===== src/rtl/core/dqsr_pkg.sv =====
// Shared types, sizes and slot arithmetic for the deque with search and reverse.
// Used by dqsr_ctrl and the top level deque_with_search_and_reverse.
package dqsr_pkg;

    // Sizing of the ring store
    localparam int DEPTH   = 16;
    localparam int ID_BITS = 16;
    localparam int SLOT_W  = (DEPTH > 1) ? $clog2(DEPTH) : 1;
    localparam int CNT_W   = $clog2(DEPTH + 1);
    localparam int POS_W   = 4;
    localparam int CMP_W   = (CNT_W > POS_W) ? CNT_W : POS_W;

    // Port field widths
    localparam int CMD_W      = 3;
    localparam int ID_PORT_W  = 16;
    localparam int STATUS_W   = 3;
    localparam int COUNT_W    = 5;
    localparam int IN_DATA_W  = 24;
    localparam int OUT_DATA_W = 24;

    localparam logic [CNT_W-1:0]  COUNT_FULL = CNT_W'(DEPTH);
    localparam logic [SLOT_W+1:0] DEPTH_S    = (SLOT_W + 2)'(DEPTH);

    typedef enum logic [CMD_W-1:0] {
        CMD_PUSH_FRONT = 3'd0,
        CMD_PUSH_BACK  = 3'd1,
        CMD_POP_FRONT  = 3'd2,
        CMD_SEARCH     = 3'd3,
        CMD_UPDATE     = 3'd4,
        CMD_REVERSE    = 3'd5,
        CMD_COUNT      = 3'd6
    } cmd_t;

    typedef enum logic [STATUS_W-1:0] {
        STAT_OK        = 3'd0,
        STAT_EMPTY     = 3'd1,
        STAT_NOT_FOUND = 3'd2,
        STAT_BAD_POS   = 3'd3,
        STAT_FULL      = 3'd4
    } status_t;

    // One command as taken from the input channel
    typedef struct packed {
        logic [CMD_W-1:0]   cmd;
        logic [ID_BITS-1:0] id;
        logic [POS_W-1:0]   pos;
    } item_t;

    // One finished result
    typedef struct packed {
        status_t            status;
        logic [ID_BITS-1:0] rid;
        logic [CNT_W-1:0]   count;
    } res_t;

    // Access to the slot store
    typedef struct packed {
        logic               we;
        logic [SLOT_W-1:0]  waddr;
        logic [ID_BITS-1:0] wdata;
        logic [SLOT_W-1:0]  raddr;
    } ram_req_t;

    // Ring slot that lies a number of steps from base, walking down when rev is set
    function automatic logic [SLOT_W-1:0] slot_calc(
        input logic [SLOT_W-1:0] base,
        input logic [CNT_W-1:0]  steps,
        input logic              rev
    );
        logic [SLOT_W+1:0] d;
        logic [SLOT_W+1:0] s;
        d = (SLOT_W + 2)'(steps);
        if (d >= DEPTH_S) begin
            d = d - DEPTH_S;
        end
        if (rev) begin
            s = (SLOT_W + 2)'(base) + DEPTH_S - d;
        end else begin
            s = (SLOT_W + 2)'(base) + d;
        end
        if (s >= DEPTH_S) begin
            s = s - DEPTH_S;
        end
        return s[SLOT_W-1:0];
    endfunction

endpackage


===== src/rtl/core/dqsr_ram.sv =====
// Generic single-write, single-read RAM with registered read data.
// No dependencies; contents are undefined until written.
module dqsr_ram #(
    parameter int WIDTH = 16,
    parameter int DEPTH = 16
) (
    input  logic                             aclk,
    input  logic                             we,
    input  logic [$clog2(DEPTH)-1:0]         waddr,
    input  logic [WIDTH-1:0]                 wdata,
    input  logic [$clog2(DEPTH)-1:0]         raddr,
    output logic [WIDTH-1:0]                 rdata
);

    logic [WIDTH-1:0] mem [DEPTH];
    logic [WIDTH-1:0] rdata_reg;

    // Write port and registered read port
    always_ff @(posedge aclk) begin
        if (we) begin
            mem[waddr] <= wdata;
        end
        rdata_reg <= mem[raddr];
    end

    assign rdata = rdata_reg;

endmodule


===== src/rtl/core/dqsr_ctrl.sv =====
// Command sequencer: holds front slot, count and direction, drives the slot store.
// Depends on dqsr_pkg; reads the store through a RAM with registered read data.
module dqsr_ctrl (
    input  logic                       aclk,
    input  logic                       aresetn,
    input  logic                       item_valid,
    output logic                       item_ready,
    input  dqsr_pkg::item_t            item,
    output logic                       res_valid,
    input  logic                       res_ready,
    output dqsr_pkg::res_t             res,
    output dqsr_pkg::ram_req_t         ram_req,
    input  logic [dqsr_pkg::ID_BITS-1:0] ram_rdata
);
    import dqsr_pkg::*;

    typedef enum logic [2:0] {
        S_IDLE,
        S_EXEC,
        S_POP_RD,
        S_SCAN,
        S_DONE
    } state_t;

    state_t             state_reg, state_next;
    item_t              item_reg, item_next;
    logic [SLOT_W-1:0]  front_reg, front_next;
    logic [CNT_W-1:0]   count_reg, count_next;
    logic               rev_reg, rev_next;
    logic [CNT_W-1:0]   idx_reg, idx_next;
    logic               pend_reg, pend_next;
    status_t            status_reg, status_next;
    logic [ID_BITS-1:0] rid_reg, rid_next;

    assign item_ready = (state_reg == S_IDLE);
    assign res_valid  = (state_reg == S_DONE);
    assign res.status = status_reg;
    assign res.rid    = rid_reg;
    assign res.count  = count_reg;

    // Next-state and store access for each command
    always_comb begin
        state_next    = state_reg;
        item_next     = item_reg;
        front_next    = front_reg;
        count_next    = count_reg;
        rev_next      = rev_reg;
        idx_next      = idx_reg;
        pend_next     = pend_reg;
        status_next   = status_reg;
        rid_next      = rid_reg;
        ram_req.we    = 1'b0;
        ram_req.waddr = front_reg;
        ram_req.wdata = item_reg.id;
        ram_req.raddr = front_reg;

        unique case (state_reg)
            S_IDLE: begin
                if (item_valid) begin
                    item_next  = item;
                    state_next = S_EXEC;
                end
            end

            S_EXEC: begin
                status_next = STAT_OK;
                rid_next    = '0;
                state_next  = S_DONE;
                case (cmd_t'(item_reg.cmd))
                    CMD_PUSH_FRONT: begin
                        if (count_reg == COUNT_FULL) begin
                            status_next = STAT_FULL;
                        end else begin
                            front_next    = slot_calc(front_reg, CNT_W'(1), !rev_reg);
                            ram_req.we    = 1'b1;
                            ram_req.waddr = front_next;
                            count_next    = count_reg + 1'b1;
                        end
                    end
                    CMD_PUSH_BACK: begin
                        if (count_reg == COUNT_FULL) begin
                            status_next = STAT_FULL;
                        end else begin
                            ram_req.we    = 1'b1;
                            ram_req.waddr = slot_calc(front_reg, count_reg, rev_reg);
                            count_next    = count_reg + 1'b1;
                        end
                    end
                    CMD_POP_FRONT: begin
                        if (count_reg == '0) begin
                            status_next = STAT_EMPTY;
                        end else begin
                            // Read the old front, then advance past it
                            ram_req.raddr = front_reg;
                            front_next    = slot_calc(front_reg, CNT_W'(1), rev_reg);
                            count_next    = count_reg - 1'b1;
                            state_next    = S_POP_RD;
                        end
                    end
                    CMD_SEARCH: begin
                        status_next = STAT_NOT_FOUND;
                        idx_next    = '0;
                        pend_next   = 1'b0;
                        state_next  = S_SCAN;
                    end
                    CMD_UPDATE: begin
                        if (CMP_W'(item_reg.pos) >= CMP_W'(count_reg)) begin
                            status_next = STAT_BAD_POS;
                        end else begin
                            ram_req.we    = 1'b1;
                            ram_req.waddr = slot_calc(front_reg, CNT_W'(item_reg.pos),
                                                      rev_reg);
                        end
                    end
                    CMD_REVERSE: begin
                        if (count_reg != '0) begin
                            front_next = slot_calc(front_reg, count_reg - 1'b1, rev_reg);
                        end
                        rev_next = !rev_reg;
                    end
                    default: begin
                        // Count and the unused code change nothing
                    end
                endcase
            end

            S_POP_RD: begin
                rid_next   = ram_rdata;
                state_next = S_DONE;
            end

            S_SCAN: begin
                // Issue one read per cycle, compare the data of the previous read
                ram_req.raddr = slot_calc(front_reg, idx_reg, rev_reg);
                if (idx_reg < count_reg) begin
                    idx_next  = idx_reg + 1'b1;
                    pend_next = 1'b1;
                end else begin
                    pend_next = 1'b0;
                end
                if (pend_reg && (ram_rdata == item_reg.id)) begin
                    status_next = STAT_OK;
                    rid_next    = item_reg.id;
                    state_next  = S_DONE;
                end else if (!pend_reg && (idx_reg == count_reg)) begin
                    state_next = S_DONE;
                end
            end

            S_DONE: begin
                if (res_ready) begin
                    state_next = S_IDLE;
                end
            end

            default: begin
                state_next = S_IDLE;
            end
        endcase
    end

    // Hold state, pointers and the registered result
    always_ff @(posedge aclk) begin
        if (!aresetn) begin
            state_reg <= S_IDLE;
            front_reg <= '0;
            count_reg <= '0;
            rev_reg   <= 1'b0;
            pend_reg  <= 1'b0;
        end else begin
            state_reg <= state_next;
            front_reg <= front_next;
            count_reg <= count_next;
            rev_reg   <= rev_next;
            pend_reg  <= pend_next;
        end
        item_reg   <= item_next;
        idx_reg    <= idx_next;
        status_reg <= status_next;
        rid_reg    <= rid_next;
    end

endmodule


===== src/rtl/core/deque_with_search_and_reverse.sv =====
// Bounded double-ended ID queue with search, positional update and reverse.
// Each command passes from an execute state to a done state; pop adds a read state
// between them, and search a scan state that reads one slot-store entry per cycle.
// One command at a time; the next is taken once the result is handed to the
// output register.
// Reset (aresetn low, synchronous): queue empty, normal order, no result pending.
module deque_with_search_and_reverse (
    input  logic                                aclk,
    input  logic                                aresetn,
    input  logic                                s_tvalid,
    output logic                                s_tready,
    // s_tdata: cmd[2:0], entry_id[18:3], position[22:19], zero[23]
    input  logic [dqsr_pkg::IN_DATA_W-1:0]      s_tdata,
    output logic                                m_tvalid,
    input  logic                                m_tready,
    // m_tdata: status[2:0], result_id[18:3], entry_count[23:19]
    output logic [dqsr_pkg::OUT_DATA_W-1:0]     m_tdata
);
    import dqsr_pkg::*;

    item_t                 item;
    res_t                  res;
    ram_req_t              ram_req;
    logic [ID_BITS-1:0]    ram_rdata;
    logic                  res_valid;
    logic                  res_ready;
    logic                  out_valid_reg, out_valid_next;
    logic [OUT_DATA_W-1:0] out_data_reg, out_data_next;

    // Unpack the input transaction
    assign item.cmd = s_tdata[CMD_W-1:0];
    assign item.id  = ID_BITS'(s_tdata[CMD_W +: ID_PORT_W]);
    assign item.pos = s_tdata[CMD_W+ID_PORT_W +: POS_W];

    dqsr_ctrl u_ctrl (
        .aclk       (aclk),
        .aresetn    (aresetn),
        .item_valid (s_tvalid),
        .item_ready (s_tready),
        .item       (item),
        .res_valid  (res_valid),
        .res_ready  (res_ready),
        .res        (res),
        .ram_req    (ram_req),
        .ram_rdata  (ram_rdata)
    );

    dqsr_ram #(
        .WIDTH (ID_BITS),
        .DEPTH (DEPTH)
    ) u_slot_ram (
        .aclk  (aclk),
        .we    (ram_req.we),
        .waddr (ram_req.waddr),
        .wdata (ram_req.wdata),
        .raddr (ram_req.raddr),
        .rdata (ram_rdata)
    );

    // Output register: load a new result when empty or being drained
    assign res_ready = !out_valid_reg || m_tready;

    always_comb begin
        out_valid_next = out_valid_reg;
        out_data_next  = out_data_reg;
        if (res_ready) begin
            out_valid_next = res_valid;
            out_data_next  = {COUNT_W'(res.count), ID_PORT_W'(res.rid),
                              STATUS_W'(res.status)};
        end
    end

    always_ff @(posedge aclk) begin
        if (!aresetn) begin
            out_valid_reg <= 1'b0;
        end else begin
            out_valid_reg <= out_valid_next;
        end
        out_data_reg <= out_data_next;
    end

    assign m_tvalid = out_valid_reg;
    assign m_tdata  = out_data_reg;

endmodule

===== config.mk =====
export PLATFORM = sky130hd
export DESIGN_NAME = deque_with_search_and_reverse
export DESIGN_NICKNAME = d
export VERILOG_FILES = /design/src/rtl/core/dqsr_pkg.sv /design/src/rtl/core/dqsr_ram.sv /design/src/rtl/core/dqsr_ctrl.sv /design/src/rtl/core/deque_with_search_and_reverse.sv
export SDC_FILE = /design/constraint.sdc
export NUM_CORES = 1
export LEC_CHECK = 0
export BUFFER_PORTS_ARGS = -buffer_cell sky130_fd_sc_hd__buf_2
export CAP_MARGIN = 20
export CORE_MARGIN = 8
export CORE_UTILIZATION = 50
export DETAILED_ROUTE_END_ITERATION = 8
export PLACE_DENSITY = 0.67
export SYNTH_ARGS = -nofsm -noshare
export SYNTH_HDL_FRONTEND = slang
export SYNTH_SLANG_ARGS = --single-unit

===== constraint.sdc =====
create_clock -name aclk -period 4.07 [get_ports aclk]
set_clock_uncertainty 0.1 [all_clocks]
set_input_delay 0.2035 -clock aclk [delete_from_list [all_inputs] [get_ports aclk]]
set_output_delay 0.2035 -clock aclk [all_outputs]
set_load 0.02 [all_outputs]

==> results.py <==
metrics = {
    "cts": {
        "cts_root_buf": "clkbuf_16",
        "cts.clk_slew.worst_paths_ns": 0.06,
        "numCtsBuffers": 38,
        "tritoncts": "built",
        "ctsHtreeMaxLevel": 2,
        "post_cts_buffers": 0,
        "cts.hold.buffers_added": 25,
        "cts_resized": 0,
        "cts_buffer_depth": 3,
        "clock_sinks": 358,
        "worst_skew_pair.late_latency_ns": 0.52,
    },
    "critical_path": {
        "required_ns": 4.16,
        "crit_type": "flop to flop",
        "cp-start-kind": "flop",
        "arrival_ns": 3.43,
        "worstSetupEndpointType": "flop",
        "critPathMaxFanout": 16,
    },
    "drt": {
        "drtIter0Drc": 946,
        "drt-wirelength-per-cell_um": 20.7,
        "drc": 0,
        "detail-route-antenna-nets": 0,
        "vias": 9989,
        "wl_um": 36500,
        "firstDrtPassIters": 5,
        "viasPerCell": 5.68,
    },
    "power_and_ir_drop": {
        "power-per-cell-area_nw_per_um2": 441,
        "leakage_nw": 6.46,
        "ir_worst_vdd_mv": 0.418,
    },
    "sta": {
        "min_period_over_period_pct": 82.1,
        "hold_viol_final": 0,
        "whs_ns": 0.299,
        "fmaxAchievable_mhz": 299,
        "relSlewSlack_pct": 33.6,
        "period_minus_slack_ns": 3.34,
        "drv_slew": 0,
        "worstMarginPinSlew_ns": 0.991,
        "tns_ns": 0,
        "rsz0062_at_grt": "no",
        "setup_viol": 0,
    },
    "cells_and_area": {
        "fin_cells": 1759,
        "antenna_cells": 0,
        "seqCellArea_um2": 10400,
        "utilization_pct": 58.3,
        "fillers": 2455,
        "largest_register_ffs": 256,
        "drive_gt1_share_pct": 14.4,
        "fin_nets": 1409,
        "top_register": "u_slot_ram.mem",
        "area_growth_pct": 15.3,
        "multi_input_area_um2": 4620,
    },
    "logic_synthesis": {
        "synth_top_area_share_pct": 63.8,
        "yosysSeqAreaShare_pct": 67.8,
        "syn_area_per_cell_um2": 12.6,
        "synth_area_leaders": "edfxtp_1 (64%), nand2_1 (6.8%), nand3_1 (4.6%), dfxtp_1 (4.0%), ha_1 (3.2%)",
        "synthArstFlopShare_pct": 0,
        "yosysTopAreaCell": "edfxtp_1",
        "synthFlopType": "edfxtp_1",
        "syn_inst": 1225,
        "yosysWarnings": 0,
        "syn_nets": 1300,
        "synth_edf_count": 327,
        "yosysUniqueCellTypes": 71,
        "ys_seq_elements": 358,
        "synth_area_um2": 15400,
    },
    "placed_design": {
        "dp_cells": 1664,
        "place_hpwl_um": 23400,
        "gp_congestion": 0.859,
        "portBuffers": 52,
    },
    "global_routing": {
        "grt_pass1_vias": 9577,
        "grt_usage_pct": 20.0,
        "grt_max_degree": 44,
        "grt_antenna_before_repair": 0,
        "grt_overflow": 0,
        "grt_pass1_wl_um": 55900,
    },
    "floorplan": {
        "row_count": 64,
        "die_area_um2": 36700,
        "initial_core_util_pct": 50.6,
        "die_x_um": 191,
        "die_h_um": 191,
        "ioPinCount": 54,
        "core_area_um2": 30400,
    },
    "worst_hold_path": {
        "hp-class": "input port to flop",
    },
    "status": {
        "status": "completed",
    },
    "run": {
        "max_cap_violations": 0,
    },
}
## metrics by stage
step / setup WS [ns] / area (µm²) / total power [mW]
2_1_floorplan: 0.324 / 15400 / 4.54
3_3_place_gp: 0.823 / 16400 / 4.73
3_5_place_dp: 0.775 / 16400 / 4.74
4_1_cts: 0.751 / 17700 / 7.87
5_1_grt: 0.553 / 17700 / 8.08
6_report: 0.728 / 17700 / 7.82
## synth_stat cells, types with 3 or more instances
cell,instances
edfxtp_1,327
nand2_1,279
nand3_1,142
buf_2,46
nor2_1,45
ha_1,39
nand4_1,38
dfxtp_1,31
xnor2_1,31
a21oi_1,29
inv_1,24
mux2i_1,22
a22o_1,16
clkbuf_1,15
o21ai_0,11
nor3_1,10
xor2_1,9
and2_1,8
fa_1,8
nor2b_1,6
a211oi_1,5
a21o_1,5
nand2b_1,4
nand3b_1,4
o21ai_1,4
or3_1,4
a22oi_1,3
o211ai_1,3
o21a_1,3
o22ai_1,3
o31ai_1,3
## placed cells by master (no fill, tap or decap), types with 4 or more instances in the layout
cell,instances
clkinv_2,4
inv_1,24
nand2b_1,4
mux2i_1,22
a21oi_1,28
a22o_1,16
buf_2,52
xor2_1,9
clkinv_1,8
nand4_1,38
ha_1,39
dfxtp_1,31
edfxtp_1,327
a21o_1,4
dlygate4sd3_1,25
o21ai_0,11
nand2_1,279
nor2_2,17
nor3_1,10
nor2b_1,6
clkbuf_1,15
and2_1,8
xnor2_1,31
or3_1,4
fa_1,8
nand3b_1,4
nand3_1,142
clkbuf_16,39
a211oi_1,4
buf_4,54
nor2_1,29
## final cells by class
cell class / instances / area share (%)
Timing Repair Buffer: 134 / 5.47
Inverter: 27 / 0.571
Sequential cell: 358 / 58.8
Clock inverter: 14 / 0.409
Tap cell: 396 / 2.79
Clock buffer: 55 / 5.89
Multi-Input combinational cell: 775 / 26.0
## kinds of logic after synthesis
| kind of cell | count (synthesis) | synth area share, % |
|---|---|---|
| XOR/XNOR | 41 | 2.38 |
| multiplexers | 23 | 1.50 |
| AND/OR/NAND/NOR | 555 | 16.3 |
| AO/OA/AOI/OAI | 109 | 5.12 |
| flip-flops | 358 | 67.8 |
| adder cells (fa/ha/maj) | 47 | 4.21 |
| buffers and inverters | 92 | 2.69 |
## where the power goes
part / leakage [nW] / switching (mW) / total [mW] / internal, mW
sequential: 3.27 / 0.0694 / 4.17 / 4.10
clock: 0.545 / 1.34 / 3.13 / 1.79
combinational: 2.64 / 0.332 / 0.519 / 0.188
total: 6.46 / 1.74 / 7.82 / 6.08
## critical path, stage by stage (launching register included)
cell	delay (ns)
dfxtp_1	0.61
inv_1	0.23
ha_1	0.25
or3b_1	0.41
nor2_4	0.08
or3_1	0.39
a21boi_2	0.24
a21o_1	0.13
nand3b_1	0.13
nor2_2	0.11
buf_4	0.30
## path summary, 6_finish.rpt
kind	start	to	slack (ns)	cells after the start
setup / recovery	u_ctrl.count_reg[0]$_SDFFE_PN0P_	u_slot_ram.mem[9][7]$_DFFE_PP_	0.73	10
hold / removal	s_tdata[22]	u_ctrl.item_reg[3]$_DFFE_PP_	0.30	2
setup reg to reg	u_ctrl.count_reg[0]$_SDFFE_PN0P_	u_slot_ram.mem[9][7]$_DFFE_PP_	0.73	10
hold reg to reg	u_ctrl.rid_reg[8]$_DFFE_PP_	m_tdata[11]$_DFFE_PN_	0.31	0
## per-layer routing
| metal | wire (µm) | vias up | track usage, % |
|---|---|---|---|
| li1 | - | 4663 | - |
| met1 | 15900 | 4818 | 28.9 |
| met2 | 15900 | 441 | 29.8 |
| met3 | 3930 | 67 | 4.80 |
| met4 | 799 | 0 | 5.71 |
| met5 | 0 | - | 0 |
No activity file was read; power rests on OpenSTA's default activity.
